## src/hdl/hsk_pkg.sv

```systemverilog
// Package for the Hilbert sort key generator.
// Holds the request/result payload types, configuration types and register codes.
// No dependencies; every other file of the block imports it.
`default_nettype none

package hsk_pkg;

    // Widths fixed by the data formats.
    localparam int unsigned HSK_FIX_W        = 32;
    localparam int unsigned HSK_COORD_W      = 16;
    localparam int unsigned HSK_KEY_W        = 32;
    localparam int unsigned HSK_SORT_W       = 33;
    // The curve is encoded in two halves of equal depth.
    localparam int unsigned HSK_CURVE_ORDER  = 16;
    localparam int unsigned HSK_LEVELS_STAGE = HSK_CURVE_ORDER / 2;
    localparam int unsigned HSK_DIGITS_W     = 2 * HSK_LEVELS_STAGE;
    localparam int unsigned HSK_ADDR_W       = 4;
    localparam int unsigned HSK_DATA_W       = 32;

    // Register indexes (paddr[3:2]).
    typedef enum logic [1:0] {
        CFG_X_ORIGIN = 2'd0,
        CFG_Y_ORIGIN = 2'd1,
        CFG_X_SCALE  = 2'd2,
        CFG_Y_SCALE  = 2'd3
    } t_cfg_idx;

    // Input request payload.
    typedef struct packed {
        logic signed [HSK_FIX_W-1:0] centroid_x;
        logic signed [HSK_FIX_W-1:0] centroid_y;
        logic                        is_quad;
    } t_in_req;

    // Result payload.
    typedef struct packed {
        logic [HSK_KEY_W-1:0]   hilbert_key;
        logic [HSK_COORD_W-1:0] quant_x;
        logic [HSK_COORD_W-1:0] quant_y;
        logic [HSK_SORT_W-1:0]  sort_key;
    } t_out_res;

    // Current configuration as seen by the datapath.
    typedef struct packed {
        logic signed [HSK_FIX_W-1:0] x_origin;
        logic signed [HSK_FIX_W-1:0] y_origin;
        logic [HSK_FIX_W-1:0]        x_scale;
        logic [HSK_FIX_W-1:0]        y_scale;
    } t_cfg;

    // Orientation of the remaining sub-square on the Hilbert curve.
    typedef struct packed {
        logic swap;
        logic inv;
    } t_hil_state;

endpackage

`default_nettype wire

```

## src/hdl/hsk_hilbert_step.sv

```systemverilog
// Eight levels of the Hilbert xy-to-d transform, most significant level first.
// Depends on hsk_pkg for the orientation state type and level count.
`default_nettype none

module hsk_hilbert_step (
    input  wire logic [hsk_pkg::HSK_LEVELS_STAGE-1:0] i_x_bits,
    input  wire logic [hsk_pkg::HSK_LEVELS_STAGE-1:0] i_y_bits,
    input  wire hsk_pkg::t_hil_state                   i_state,
    output logic      [hsk_pkg::HSK_DIGITS_W-1:0]     o_digits,
    output hsk_pkg::t_hil_state                        o_state
);
    import hsk_pkg::*;

    // Each level maps the oriented (rx, ry) bit pair to a base-4 digit and then
    // updates the orientation: a lower-left quadrant swaps the axes, a
    // lower-right quadrant also reflects both.
    always_comb begin
        t_hil_state st;
        logic       ex;
        logic       ey;
        st       = i_state;
        o_digits = '0;
        for (int i = HSK_LEVELS_STAGE - 1; i >= 0; i--) begin
            ex = st.inv ^ (st.swap ? i_y_bits[i] : i_x_bits[i]);
            ey = st.inv ^ (st.swap ? i_x_bits[i] : i_y_bits[i]);
            o_digits[2*i +: 2] = {ex, ex ^ ey};
            if (!ey) begin
                if (ex) begin
                    st.inv = !st.inv;
                end
                st.swap = !st.swap;
            end
        end
        o_state = st;
    end

endmodule

`default_nettype wire

```

## config.mk

```make
export PLATFORM = sky130hd
export DESIGN_NAME = hsk_hilbert_step
export DESIGN_NICKNAME = d
export VERILOG_FILES = /design/src/hdl/hsk_pkg.sv /design/src/hdl/hsk_hilbert_step.sv
export SDC_FILE = /design/constraint.sdc
export NUM_CORES = 1
export LEC_CHECK = 0
export BUFFER_PORTS_ARGS = -buffer_cell sky130_fd_sc_hd__buf_2
export CORE_ASPECT_RATIO = 0.8
export CORE_UTILIZATION = 55
export DETAILED_ROUTE_END_ITERATION = 6
export GPL_ROUTABILITY_DRIVEN = 0
export PLACE_DENSITY = 0.91
export SLEW_MARGIN = 20
export SYNTH_ARGS = -nofsm -noshare
export SYNTH_HDL_FRONTEND = slang
export SYNTH_SLANG_ARGS = --single-unit
```

## constraint.sdc

```tcl
create_clock -name vclk -period 4.68
set_clock_uncertainty 0.2 [all_clocks]
set_input_delay 0.234 -clock vclk [all_inputs]
set_output_delay 0.234 -clock vclk [all_outputs]
set_load 0.01 [all_outputs]
```

After elaboration in Yosys (flattened, before gate mapping)
Index checks and enable logic that the tools add are counted.
{"block": "word_totals", "register_bits": 0, "inputBits": 18, "out_inout_bits": 18, "word_cells": 72}
{"block": "op_classes", "bitwise": 24, "reduce_logical": 16, "mux": 32}
{"op": "two-way mux 1 bit", "n": 24}
{"op": "bitwise XOR 1 bit", "n": 24}
{"op": "zero test 1 bit", "n": 16}
{"op": "two-way mux 2 bit", "n": 8}

Depth between registers and ports, before layout
{"block": "depth", "depth_word": 32, "depth_mapped": 17, "mapped_depth_nobuf": 13}

Worst setup path before layout
No wires, ideal clock.
{"block": "synth_path", "path_kind": "input port to output port", "startpoint": "input i_x_bits[6] (netlist bit)", "endpoint": "output o_digits[1] (netlist bit)", "cell_stages": 16, "slack_ns": 0.434, "arrival_ns": 3.812, "n_path_buf": 3, "required_time_ns": 4.246, "cell_sequence": "buf_2 > nand2b_1 > and3_1 > o41ai_4 > nand3_4 > or3_4 > a31oi_4 > or2_1 > buf_6 > nand3_2 > a41o_1 > and3_4 > buf_6 > a221o_1 > or4_1 > nor2_1"}
{"block": "synth_via", "elab_chain_cells": 20, "elab_cells_between_ends": 48, "classes_between": "25 x mux; 13 x bitwise; 10 x reduce/logical"}
{"element": "start: declaration", "line": "hsk_hilbert_step.sv:6", "source": "input wire logic [hsk_pkg::HSK_LEVELS_STAGE-1:0] i_x_bits,"}
{"element": "two-way mux 1 bit, on equally long branches", "line": "hsk_hilbert_step.sv:24, hsk_hilbert_step.sv:25"}
{"element": "bitwise XOR 1 bit, on equally long branches", "line": "hsk_hilbert_step.sv:24, hsk_hilbert_step.sv:25"}
{"element": "two-way mux 1 bit / two-way mux 2 bit (equally long branches)", "line": "hsk_hilbert_step.sv:28, hsk_hilbert_step.sv:27"}
{"element": "two-way mux 2 bit *", "line": "hsk_hilbert_step.sv:27", "source": "if (!ey) begin"}
{"element": "bitwise XOR 1 bit, or another cell as far along", "line": "hsk_hilbert_step.sv:24", "source": "ex = st.inv ^ (st.swap ? i_y_bits[i] : i_x_bits[i]);"}
{"element": "two-way mux 1 bit / two-way mux 2 bit (equally long branches)", "line": "hsk_hilbert_step.sv:28, hsk_hilbert_step.sv:27"}
{"element": "two-way mux 2 bit *", "line": "hsk_hilbert_step.sv:27"}
{"element": "bitwise XOR 1 bit, or another cell as far along", "line": "hsk_hilbert_step.sv:24"}
{"element": "[4 not listed]"}
{"element": "two-way mux 2 bit *", "line": "hsk_hilbert_step.sv:27"}
{"element": "bitwise XOR 1 bit, or another cell as far along", "line": "hsk_hilbert_step.sv:24"}
{"element": "two-way mux 1 bit / two-way mux 2 bit (equally long branches)", "line": "hsk_hilbert_step.sv:28, hsk_hilbert_step.sv:27"}
{"element": "two-way mux 2 bit *", "line": "hsk_hilbert_step.sv:27"}
{"element": "bitwise XOR 1 bit, or another cell as far along", "line": "hsk_hilbert_step.sv:24"}
{"element": "two-way mux 1 bit / two-way mux 2 bit (equally long branches)", "line": "hsk_hilbert_step.sv:28, hsk_hilbert_step.sv:27"}
{"element": "two-way mux 2 bit *", "line": "hsk_hilbert_step.sv:27"}
{"element": "bitwise XOR 1 bit *", "line": "hsk_hilbert_step.sv:24"}
{"element": "end: declaration", "line": "hsk_hilbert_step.sv:9", "source": "output logic [hsk_pkg::HSK_DIGITS_W-1:0] o_digits,"}
Mark *: on every way between the ends. The rest lies on a longest branch, timed or not.

==> impl_metrics.json <==
{
  "p_leak_nw": 0.9323,
  "layout_setup_ws_ns": -0.1922,
  "tightest_slew_ns": 0.5906,
  "yosys-top-cells-area": "mux2i_1, nor3_1, xnor2_1",
  "place_area_mm2": 0.002111,
  "drc_errors": 0,
  "core_mm2": 0.003243,
  "finalCritPeriodShare_pct": 104.1,
  "p_per_area_mw_per_mm2": 202.0,
  "setup_viol": 3,
  "clock_buffers": 0,
  "slowest_stage": "a2111oi_0",
  "initial_core_util_pct": 60.26,
  "crit_path_max_incr_delay_ns": 0.51,
  "synth_seq_area_share_pct": 0,
  "ant_nets": 0,
  "io_pins": 36,
  "cp.buffers_inverters": 6,
  "grt_pass1_vias": 1884,
  "synth_largest_area_cell": "mux2i_1",
  "grt_first_pass_wirelength_um": 8700,
  "final.fill_count": 220,
  "drv_cap": 0,
  "synth_fp_nets": 307,
  "multi_input_area_mm2": 0.001938,
  "hold_class": "input port to primary output",
  "design.seq.count": 0,
  "crit_end": "o_state[0]",
  "ir_worst_vdd_mv": 0.1089,
  "path_max_fanout": 12,
  "dieArea_mm2": 0.003797,
  "antenna_found_initial": 0,
  "slew_violations": 0,
  "dp_cells": 344,
  "cp_num_cells": 19,
  "synth.distinct_cells": 76,
  "vias": 2742,
  "crit_start": "i_y_bits[7]",
  "std_cell_rows": 18,
  "routed_wl_um": 7051,
  "grt_max_degree": 19,
  "antennaDiodeCount": 0,
  "status": "complete, but fails checks",
  "worstSetupPathType": "input port to primary output",
  "ys_warn_count": 0,
  "period_minus_slack_ns": 4.872,
  "timing.slew.headroom_pct": 60.62,
  "max_freq_ghz": 0.2052,
  "nNetsFinal": 333,
  "hold_viol": 0,
  "critPathTopFamily": "compound AO/OA/AOI/OAI gates",
  "violations": "setup timing",
  "drive_gt1_share_pct": 32.59,
  "grtUsageTotal_pct": 27.69,
  "synthToLayoutAreaGrowth_pct": 21.77,
  "crit_top_cell": "buf_4",
  "final_cells": 353,
  "cp-end-kind": "primary output",
  "seq_area_um2": 0,
  "dr.pass1.iters": 5,
  "path_cells": "buf_2, xnor2_1, a21oi_1, a32oi_4, buf_4, mux2i_1, or3_4, a31oi_4, buf_6, or3_1, a21oi_1, o31ai_4, buf_4, nand3_2, buf_4, o21bai_1, a2111oi_0, a22oi_1, buf_2",
  "die_y_um": 55.32,
  "layout_commonest_cell": "buf_2",
  "grt-ovfl-total": 0,
  "hold_buffers": 0,
  "hpwl_um": 3808,
  "avgSynthCellArea_um2": 6.763,
  "cp-start-kind": "input port",
  "final_cell_mix": "buf_2, nor2_1, buf_4",
  "synth_area_mm2": 0.001954,
  "place_ws_ns": -0.01416,
  "avgRoutedWirePerCell_um": 19.97,
  "tns_ns": -0.2988,
  "required_ns": 4.25,
  "vias_per_cell": 7.768,
  "holdWs_ns": 0.6517,
  "finish.utilization_pct": 73.38,
  "port_buffers": 36,
  "drt_iter0_markers": 535,
  "arrival_ns": 4.44,
  "die_width_um": 68.65,
  "fin_area_mm2": 0.002380,
  "synth.top_cell.area_share_pct": 5.634,
  "finalPower_uw": 480.8,
  "syn_inst": 289
}
-- cell usage after synthesis (all sizes together) (7+ instances only) --
master / count
a31oi: 15
xor2: 7
mux2i: 11
nand2: 18
a21oi: 14
buf: 16
clkbuf: 17
o21ai: 16
nand3: 13
nand4: 9
xnor2: 9
nor2: 20
inv: 12
nor3: 20
-- report_power, final --
group / total [mW] / switching, mW / internal [mW]
logic: 0.481 / 0.283 / 0.198
clock network: 0 / 0 / 0
registers: 0 / 0 / 0
total: 0.481 / 0.283 / 0.198
-- repair_timing --
action	4_1_cts	5_1_grt
gates cloned	0	1
gates resized for setup	3	37
endpoints found under the hold margin	0	0
setup endpoints to repair	2	4
pin swaps	0	13
setup buffers	0	8
-- logic make-up after synthesis --
logic type	share of synthesized area (%)
muxes	8.515
buffers and inverters	10.69
AOI/OAI and AO/OA	43.09
xor gates and xnor gates	7.171
and+or+nand+nor	30.54
-- area by class of cell --
class                      instances  area share (%)
multi-input combinational        245           81.44
timing repair buffer              56           14.56
inverter                          12           1.893
tap                               40           2.103
-- layer usage --
metal,share of wire [%],track usage [%],routed length [µm],vias to the layer above
met4,5.2,1.190,367,0
met5,0,0,0,-
met2,41,39.08,2912,287
li1,-,-,-,1192
met3,15,1.240,1073,69
met1,38,46.72,2698,1194
-- worst min-delay path by stage --
stage / from / endpoint / slack [ns] / cells past startpoint
2_1_floorplan: i_state[0] / o_digits[15] / 0.51 / 2
3_3_place_gp: i_x_bits[0] / o_digits[0] / 0.63 / 3
3_5_place_dp: i_x_bits[0] / o_digits[0] / 0.64 / 3
4_1_cts: i_x_bits[0] / o_digits[0] / 0.64 / 3
5_1_grt: i_x_bits[0] / o_digits[0] / 0.69 / 3
6_report: i_x_bits[0] / o_digits[0] / 0.65 / 3
Note: power is estimated with default switching activity, not from simulation.
