==> config.mk <==
export PLATFORM = sky130hd
export DESIGN_NAME = hsk_cfg_regs
export DESIGN_NICKNAME = d
export VERILOG_FILES = /design/src/hdl/hsk_pkg.sv /design/src/hdl/hsk_cfg_regs.sv
export SDC_FILE = /design/constraint.sdc
export NUM_CORES = 1
export LEC_CHECK = 0
export BUFFER_PORTS_ARGS = -buffer_cell sky130_fd_sc_hd__buf_4
export CAP_MARGIN = 20
export CELL_PAD_IN_SITES_DETAIL_PLACEMENT = 2
export CELL_PAD_IN_SITES_GLOBAL_PLACEMENT = 2
export CORE_UTILIZATION = 32
export DETAILED_ROUTE_END_ITERATION = 12
export HOLD_SLACK_MARGIN = 0.06
export PLACE_DENSITY = 0.89
export SYNTH_ARGS = -nofsm -noshare
export SYNTH_HDL_FRONTEND = slang
export SYNTH_SLANG_ARGS = --single-unit
==> constraint.sdc <==
create_clock -name i_clk -period 1.9 [get_ports i_clk]
set_input_delay 0.095 -clock i_clk [delete_from_list [all_inputs] [get_ports i_clk]]
set_output_delay 0.095 -clock i_clk [all_outputs]
set_load 0.01 [all_outputs]
==> src/hdl/hsk_pkg.sv <==
// Package for the Hilbert sort key generator.
// Holds the request/result payload types, configuration types and register codes.
// No dependencies; every other file of the block imports it.
`default_nettype none

package hsk_pkg;

    // Widths fixed by the data formats.
    localparam int unsigned HSK_FIX_W        = 32;
    localparam int unsigned HSK_COORD_W      = 16;
    localparam int unsigned HSK_KEY_W        = 32;
    localparam int unsigned HSK_SORT_W       = 33;
    // The curve is encoded in two halves of equal depth.
    localparam int unsigned HSK_CURVE_ORDER  = 16;
    localparam int unsigned HSK_LEVELS_STAGE = HSK_CURVE_ORDER / 2;
    localparam int unsigned HSK_DIGITS_W     = 2 * HSK_LEVELS_STAGE;
    localparam int unsigned HSK_ADDR_W       = 4;
    localparam int unsigned HSK_DATA_W       = 32;

    // Register indexes (paddr[3:2]).
    typedef enum logic [1:0] {
        CFG_X_ORIGIN = 2'd0,
        CFG_Y_ORIGIN = 2'd1,
        CFG_X_SCALE  = 2'd2,
        CFG_Y_SCALE  = 2'd3
    } t_cfg_idx;

    // Input request payload.
    typedef struct packed {
        logic signed [HSK_FIX_W-1:0] centroid_x;
        logic signed [HSK_FIX_W-1:0] centroid_y;
        logic                        is_quad;
    } t_in_req;

    // Result payload.
    typedef struct packed {
        logic [HSK_KEY_W-1:0]   hilbert_key;
        logic [HSK_COORD_W-1:0] quant_x;
        logic [HSK_COORD_W-1:0] quant_y;
        logic [HSK_SORT_W-1:0]  sort_key;
    } t_out_res;

    // Current configuration as seen by the datapath.
    typedef struct packed {
        logic signed [HSK_FIX_W-1:0] x_origin;
        logic signed [HSK_FIX_W-1:0] y_origin;
        logic [HSK_FIX_W-1:0]        x_scale;
        logic [HSK_FIX_W-1:0]        y_scale;
    } t_cfg;

    // Orientation of the remaining sub-square on the Hilbert curve.
    typedef struct packed {
        logic swap;
        logic inv;
    } t_hil_state;

endpackage

`default_nettype wire

==> src/hdl/hsk_cfg_regs.sv <==
// Configuration register file of the Hilbert sort key generator (APB-style port).
// Depends on hsk_pkg for the register codes and the configuration struct.
`default_nettype none

module hsk_cfg_regs (
    input  wire logic                             i_clk,
    input  wire logic                             i_rst_n,
    input  wire logic                             psel,
    input  wire logic                             penable,
    input  wire logic                             pwrite,
    input  wire logic [hsk_pkg::HSK_ADDR_W-1:0]   paddr,
    input  wire logic [hsk_pkg::HSK_DATA_W-1:0]   pwdata,
    output logic      [hsk_pkg::HSK_DATA_W-1:0]   prdata,
    output logic                                  pready,
    output hsk_pkg::t_cfg                         o_cfg
);
    import hsk_pkg::*;

    t_cfg     r_cfg;
    t_cfg_idx w_idx;
    logic     w_wr;

    assign w_idx  = t_cfg_idx'(paddr[HSK_ADDR_W-1:2]);
    assign w_wr   = psel && penable && pwrite;
    assign pready = 1'b1;
    assign o_cfg  = r_cfg;

    // Register writes in the access phase.
    always_ff @(posedge i_clk) begin
        if (!i_rst_n) begin
            r_cfg <= '0;
        end else if (w_wr) begin
            unique case (w_idx)
                CFG_X_ORIGIN: r_cfg.x_origin <= pwdata;
                CFG_Y_ORIGIN: r_cfg.y_origin <= pwdata;
                CFG_X_SCALE:  r_cfg.x_scale  <= pwdata;
                CFG_Y_SCALE:  r_cfg.y_scale  <= pwdata;
                default:      r_cfg          <= r_cfg;
            endcase
        end
    end

    // Read-back multiplexer.
    always_comb begin
        unique case (w_idx)
            CFG_X_ORIGIN: prdata = r_cfg.x_origin;
            CFG_Y_ORIGIN: prdata = r_cfg.y_origin;
            CFG_X_SCALE:  prdata = r_cfg.x_scale;
            CFG_Y_SCALE:  prdata = r_cfg.y_scale;
            default:      prdata = '0;
        endcase
    end

endmodule

`default_nettype wire

# ---- Yosys cells after proc, flatten, opt, wreduce, memory -nomap -nowiden
# Cells that the tools add are included.
dict set report totals {
  regBits 128
  inputBits 41
  wordCells 15
}
dict set report op_classes {
  eq_ne 3
  mux 1
  reduce_logical 7
}
# cell n
set op_table {}
lappend op_table {{32-bit case mux with 4 select lines} 1}
lappend op_table {{2-bit AND reduction} 4}
lappend op_table {{2-bit equality test (second input constant)} 2}
lappend op_table {{2-bit by 1-bit equality test with 1-bit output (second input constant)} 1}
lappend op_table {{1-bit logical AND} 2}
lappend op_table {{2-bit logical NOT} 1}

# ---- Longest topological paths before layout
# Gate-level depths: netlist of the first run.
dict set report depth {
  ltp_word 3
  depth_mapped 6
  depth_no_buf 3
}

# ---- Worst setup path before layout of the first run
# Ideal clock, no wire load.
dict set report synth_path {
  path_type {input -> output}
  from {input paddr[3] (netlist bit)}
  to {output prdata[0] (netlist bit)}
  arrival_time_ns 1.103
  required_time_ns 1.805
  path_slack_ns 0.702
  cell_stages 4
  cell_sequence {buf_4 buf_2 buf_2 mux4_2}
}
dict set report synth_via {
  elab_chain_cells 2
  elab_cells_between_ends 5
  classes_between {3 x eq/ne; 1 x mux; 1 x reduce/logical}
}
# element line
set synth_rtl {}
lappend synth_rtl {{from (decl)} hsk_cfg_regs.sv:11} ;# input wire logic [hsk_pkg::HSK_ADDR_W-1:0] paddr,
lappend synth_rtl {{2-bit equality test (tied with other cells)} hsk_cfg_regs.sv:45} ;# unique case (w_idx)
lappend synth_rtl {{32-bit case mux with 4 select lines (*)} hsk_cfg_regs.sv:45}
lappend synth_rtl {{to (decl)} hsk_cfg_regs.sv:13} ;# output logic [hsk_pkg::HSK_DATA_W-1:0] prdata,
# Mark *: on every way between the ends. The rest lies on a longest branch, timed or not.

# ---- Final worst setup path of the first run
dict set report layout_path {
  from {register r_cfg, in the netlist o_cfg[11]}
  to {output prdata[11] (netlist bit)}
}
dict set report layout_via {
  elab_chain_cells 1
}
# element line
set layout_rtl {}
lappend layout_rtl {{from (decl)} hsk_cfg_regs.sv:19} ;# t_cfg r_cfg;
lappend layout_rtl {{from (signal assigned)} hsk_cfg_regs.sv:38} ;# default: r_cfg <= r_cfg;
lappend layout_rtl {{32-bit case mux with 4 select lines} hsk_cfg_regs.sv:45}
# Every way passes these cells.

==> reports/results.ini, run 1 <==
[setup_path]
critPathMaxFanout = 3
setup.worst_path.start = o_cfg[11]
worst_path_max_delay_cell = mux4_2
timing.rr.start = o_cfg[70]
path_depth = 2
reg2regPathDepth = 2
critPathCaptureType = primary output
worst-setup-path-type = reg2out
path_delay_family = multiplexers
max_stage_delay_ps = 490
worstPathRequired_ps = 1800
arrival_ps = 1430
start_kind = register
crit_chain = mux4_2 > buf_4
path_buf_inv = 1

[drt]
wl_um = 20200
vias_per_cell = 4.94
antenna_left = 0
num_vias = 4699
dr.pass1.iters = 4
drt_iter0_drc = 199
wire_per_inst_um = 21.2
drc = 0

[floorplanning]
start_util_pct = 32.9
fp.dieH_um = 133
placementRows = 47
dieArea_sq_mm = 0.0176
dieWidth_um = 133
pin_count = 202
core_area_sq_mm = 0.0166

[synth]
synth_top_area_share_pct = 46.8
synthMuxAreaShare_pct = 36.6
synth_edf_count = 0
synth_xor_area_share_pct = 0
syn-cell-area_sq_mm = 0.00547
async_flop_share_pct = 0
synth-seq-cells = 128
synth_fa_ha_area_share_pct = 0
yosysSeqAreaShare_pct = 46.8
synthSimpleGateAreaFrac_pct = 11.7
synth_top_cell_by_area = dfxtp_1
synthDistinctLibCells = 16
synth_top_cells_by_area = dfxtp_1 47%, mux2i_1 23%, mux4_2 13%, nand2_1 11%, buf_6 1.6%
synthesis.nets = 538
synth_top_family_by_area = multiplexers
synth-compound-area-share_pct = 0
syn_area_per_cell_sq_um = 11.0
synthFlopType = dfxtp_1
yosys-top-cells-count = 160 x nand2_1, 128 x dfxtp_1, 128 x mux2i_1, 32 x mux4_2, 14 x clkbuf_1
synthCells = 497
ys.warnings.count = 0
yosysMostFrequentCell = nand2_1

[hold_path]
min_path_cells = 3
min-delay-start = pwdata[26]
min_path_type = in2reg

[timing]
setup_tns_ps = 0
period_minus_slack_ps = 1520
fin_ws_ps = 375
post-route-period-util_pct = 80.2
skew_ps = 0
final-hold-violation-count = 0
drv_slew = 0
setup_violations = 0
fmax_mhz = 656
rsz0062_at_grt = false

[cts]
clock_path_buffers = 2
cts_made_buffers = 17
ctsResizeCount = 0
clk_pin_slew_ps = 60
htree_levels = 4
root_buffer = clkbuf_16
cts_tree = done
cts_setup_buffers = 0
cts_hold_buf = 30
clk-insertion-delay-late_ps = 410
cts.sinks = 128

[placed_design]
placed_area_sq_mm = 0.00718
place_ws_ps = 376
place_congestion = 0.738
place_hpwl_um = 13400
place.port_buffers = 198

[power_and_ir_drop]
sw_frac_of_total_pct = 22.7
p_seq_share_pct = 40.2
powerDensity_mw_per_mm2 = 841
total_power_w = 0.00684
p_switching_w = 0.00155
peakVddDrop_v = 0.000606
power_frac_clock_pct = 52.3
combPwrFrac_pct = 7.4
power.leakage_nw = 3.76
power.internal_w = 0.00529

[grt]
grt_pass1_wl_um = 30900
groute.usage.overall_pct = 23.1
first_global_vias = 5406
grt_overflow = 0
grt_max_degree = 81
grt_antenna_before_repair = 0

[cells_and_area]
areaGrowthSynthToFinish_pct = 48.7
drive_above_1_share_pct = 38.3
n_antenna_cell = 0
layout.nets = 759
largest_reg_flops = 128
fill_cells = 1672
final_cell_area_sq_mm = 0.00813

[job]
cap_violations = 0

[run_status]
outcome = finished clean

final cells by class:
| class | instances | area (sq um) | area share (%) |
|---|---|---|---|
| Clock inverter | 14 | 215 | 2.65 |
| Tap cell | 220 | 275 | 3.38 |
| Multi-Input combinational cell | 327 | 2660 | 32.7 |
| Inverter | 1 | 3.75 | 0.0461 |
| Clock buffer | 18 | 429 | 5.28 |
| Sequential cell | 128 | 2560 | 31.5 |
| Timing Repair Buffer | 243 | 1990 | 24.5 |
through the flow:
stage	instances	hold WS [ps]	util, %
after floorplan	497	299	-
after global placement	888	406	43.1
after global routing	951	90.8	48.9
after detailed placement	888	441	43.1
final	951	64.3	48.9
after CTS	950	63.5	48.8
power groups by stage:
stage	clock network [W]	logic, W	registers (W)
after global placement	0	0.000431	0.00281
final	0.00358	0.000508	0.00275
after floorplan	0	0.000233	0.00282
after detailed placement	0	0.000455	0.00281
after CTS	0.00363	0.000510	0.00275
after global routing	0.00375	0.000544	0.00276
logic make-up (layout without fill, tap and decap cells):
family / after synthesis / after routing
simple gates: 166 / 166
buf+inv: 42 / 276
mux: 160 / 160
other cells: 1 / 1
flops: 128 / 128
layer usage:
layer | routed length [um] | vias to the layer above | global-route usage, %
met2 | 11000 | 143 | 44.1
li1 | - | 2148 | -
met1 | 8040 | 2380 | 25.3
met4 | 410 | 0 | 8.17
met3 | 761 | 28 | 4.48
met5 | 0 | - | 0
final timing paths:
check / to / slack, ps
setup / recovery: prdata[11] / 380
hold / removal: o_cfg[58] / 60
setup reg to reg: o_cfg[70] / 1100
hold reg to reg: o_cfg[28] / 480
worst reg2reg max path, cell delays in order, from the launching register on:
cell	delay, ps
dfxtp_1	390
nand2_1	90
mux2i_1	230
placed cells by master, fill, tap and decap left out, drive strengths merged:
cell	synthesis	final
nand4	1	1
nand2	160	160
or3	1	1
nor3	1	1
clkbuf	14	18
mux4	32	32
clkinv	0	4
inv	1	1
dfxtp	128	128
or2	1	1
bufinv	0	5
nand3	1	1
buf	27	212
mux2i	128	128
dlygate4sd3	0	31
clkinvlp	0	5
nor2	1	1
conb	1	1
(Power assumes the default switching activity.)
==> run 2, diff against run 1 <==
- ABC_AREA: unset -> 1
- CORE_UTILIZATION: 32 -> 23
- PLACE_DENSITY: 0.89 -> 0.8
- clock period: 1.9 -> 1.25 ns (I/O delays scaled with it)
==> run 2 against run 1 <==
Against the previous run:
- clock power grew 54%
- highest routed layer unchanged
- sequential share of layout area shrank 2.6 points
- setup slack lost 320 ps
- critical path type unchanged
- utilization shrank 14 points
- design area grew 9.3%
- routed wire length grew 25%
- register-to-register slack lost 490 ps
- first-iteration DRC count grew 44%
- hold slack gained 33 ps
- clock-buffer cell count grew 2
- synthesized cell count grew 84%
==> reports/results.ini, run 2 <==
[synth]
synth-seq-cells = 128  ; unchanged
synth_top_cell_by_area = dfxtp_1
synthCells = 916  ; +84%
ys.warnings.count = 0  ; unchanged
yosysSeqAreaShare_pct = 43.5  ; -3.3 points
syn_area_per_cell_sq_um = 6.43  ; -42%
synth_xor_area_share_pct = 0  ; unchanged
synth_edf_count = 0  ; unchanged
synthSimpleGateAreaFrac_pct = 48.4  ; +37 points
synth-compound-area-share_pct = 0  ; unchanged
synth_top_cells_by_area = dfxtp_1 44%, nand2_1 17%, nor2_1 16%, nand3_1 11%, nand4_1 3.4%
synth_fa_ha_area_share_pct = 0  ; unchanged
synthesis.nets = 957  ; +78%
async_flop_share_pct = 0  ; unchanged
syn-cell-area_sq_mm = 0.00589  ; +7.6%
synthFlopType = dfxtp_1
synth_top_family_by_area = simple AND/OR/NAND/NOR gates
yosys-top-cells-count = 261 x nand2_1, 257 x nor2_1, 129 x nand3_1, 128 x dfxtp_1
yosysMostFrequentCell = nand2_1
synthDistinctLibCells = 15  ; -1
synth_top_area_share_pct = 43.5  ; -3.3 points
synthMuxAreaShare_pct = 0  ; -37 points

[setup_path]
arrival_ps = 1130  ; -300 ps
reg2regPathDepth = 2  ; unchanged
crit_chain = nand2_1 > nand4_1 > buf_4
worst_path_max_delay_cell = dfxtp_1
max_stage_delay_ps = 370  ; -120 ps
worstPathRequired_ps = 1190  ; -610 ps
timing.rr.start = o_cfg[64]
rrSetupSlack_ps = 610  ; -490 ps
critPathCaptureType = primary output
setup.worst_path.start = o_cfg[92]
critPathMaxFanout = 3  ; unchanged
worst-setup-path-type = reg2out
start_kind = register
rr_endpoint = o_cfg[64]
endpoint = prdata[28]

[cells_and_area]
n_antenna_cell = 0  ; unchanged
fill_cells = 3009  ; +80%
areaGrowthSynthToFinish_pct = 51.0
final_cell_mix = 261 x nand2_1, 256 x nor2_1, 204 x buf_4, 129 x nand3_1, 122 x dfxtp_1
layout_commonest_cell = nand2_1
layout.nets = 1168  ; +54%
multi_input_area_sq_mm = 0.00288  ; +8.3%
largest_reg_flops = 128  ; unchanged
regArea_sq_mm = 0.00257  ; +0.29%
drive_above_1_share_pct = 23.8  ; -15 points

[drt]
antenna_left = 0  ; unchanged
dr.pass1.iters = 6  ; +2
drc = 0  ; unchanged
num_vias = 6810  ; +45%
drt_iter0_drc = 286  ; +44%
wire_per_inst_um = 17.1  ; -19%
wl_um = 25100  ; +25%
vias_per_cell = 4.63  ; -6.2%

[grt]
grt_max_degree = 65  ; -20%
grt_pass1_wl_um = 40200  ; +30%
first_global_vias = 7271  ; +34%
groute.usage.overall_pct = 19.7  ; -3.5 points
grt_overflow = 0  ; unchanged
grt_antenna_before_repair = 0  ; unchanged

[timing]
drv_slew = 0  ; unchanged
fin_ws_ps = 59.6  ; -316 ps
fmax_mhz = 840
skew_ps = 0  ; unchanged
period_minus_slack_ps = 1190
final-hold-violation-count = 0  ; unchanged
post-route-period-util_pct = 95.2
setup_tns_ps = 0  ; unchanged
setup_violations = 0  ; unchanged
rsz0062_at_grt = false

[floorplanning]
dieArea_sq_mm = 0.0262  ; +49%
pin_count = 202  ; unchanged
fp.dieH_um = 162  ; +22%
core_area_sq_mm = 0.0252  ; +51%
placementRows = 58  ; +23%
dieWidth_um = 162  ; +22%
start_util_pct = 23.4  ; -9.5 points

[placed_design]
place_congestion = 0.758  ; +2.7%
place_ws_ps = 116  ; -260 ps
place_hpwl_um = 16700  ; +25%
place.port_buffers = 198  ; unchanged

[cts]
cts.sinks = 128  ; unchanged
cts_made_buffers = 17  ; unchanged
htree_levels = 4  ; unchanged
cts_tree = done
cts_setup_buffers = 0  ; unchanged
clock_path_buffers = 2  ; unchanged
root_buffer = clkbuf_16
clk_pin_slew_ps = 60  ; about the same
clk-insertion-delay-late_ps = 420  ; about the same

[hold_path]
min_path_type = in2reg

[job]
cap_violations = 0  ; unchanged

[power_and_ir_drop]
power.leakage_nw = 4.01  ; +6.6%
peakVddDrop_v = 0.000629  ; +3.9%
powerDensity_mw_per_mm2 = 1240  ; +47%

[run_status]
outcome = finished clean

## run 2: changes by cell type after synthesis, moves of 22 or more
| cell | change |
|---|---|
| buf_2 | +22 |
| inv_1 | +33 |
| mux2i_1 | -128 |
| mux4_2 | -32 |
| nand2_1 | +101 |
| nand3_1 | +128 |
| nand4_1 | +31 |
| nor2_1 | +257 |
## run 2: kinds of logic (layout without fill, tap and decap cells)
| logic type | count (synthesis) | after routing |
|---|---|---|
| buf+inv | 101 | 325 |
| flops | 128 | 128 |
| other cells | 1 | 1 |
| simple gates | 686 | 686 |
## run 2: how the worst min path moves through the flow
stage | cells after the start | endpoint | startpoint
floorplan | 4 | o_cfg[32] | paddr[2]
global placement | 3 | o_cfg[21] | i_rst_n
detailed placement | 3 | o_cfg[21] | i_rst_n
CTS | 5 | o_cfg[85] | pwdata[21]
global route | 5 | o_cfg[85] | pwdata[21]
finish | 5 | o_cfg[85] | pwdata[21]
## run 2: layout make-up
cell class | count | area share (%)
clock buffers | 20 | 5.14
well taps | 330 | 4.64
multi-input cells | 687 | 32.4
clock inverters | 12 | 2.05
repair buffers | 257 | 25.3
inverters | 36 | 1.52
flip-flops and latches | 128 | 28.9
## run 2: what timing repair did
| item | CTS | global route |
|---|---|---|
| setup endpoints to repair | 0 | 5 |
| hold buffers | 34 | 0 |
| endpoints found under the hold margin | 121 | 0 |
| gates resized for setup | 0 | 6 |
## run 2: critical path, delay by kind of cell, from the launching register on
family,cells,cell delay [ps]
flops,1,370
buf+inv,1,130
simple gates,2,210
## run 2: metrics by stage
stage / power, W / hold WS [ps] / cell area (sq um) / util (%) / cells
final: 0.0110 / 97.0 / 8890 / 35.3 / 1470
after global routing: 0.0114 / 105 / 8890 / 35.3 / 1470
after CTS: 0.0111 / 83.7 / 8880 / 35.3 / 1470
after detailed placement: 0.00551 / 389 / 7900 / 31.4 / 1404
after global placement: 0.00548 / 383 / 7900 / 31.4 / 1404
after floorplan: 0.00492 / 305 / 5890 / - / 916
## run 2: report_power, final
group	total (W)	internal [W]	switching (W)
Combinational	0.00124	0.000530	0.000715
Clock	0.00550	0.00346	0.00204
Sequential	0.00425	0.00417	0.0000827
## run 2: layer usage
layer | vias to the layer above | global-route usage, % | share of wire [%]
met4 | 0 | 5.96 | 1.4
met5 | - | 0 | 0
met1 | 3352 | 23.4 | 45
li1 | 3296 | - | -
met3 | 24 | 3.55 | 3.4
met2 | 138 | 35.6 | 50
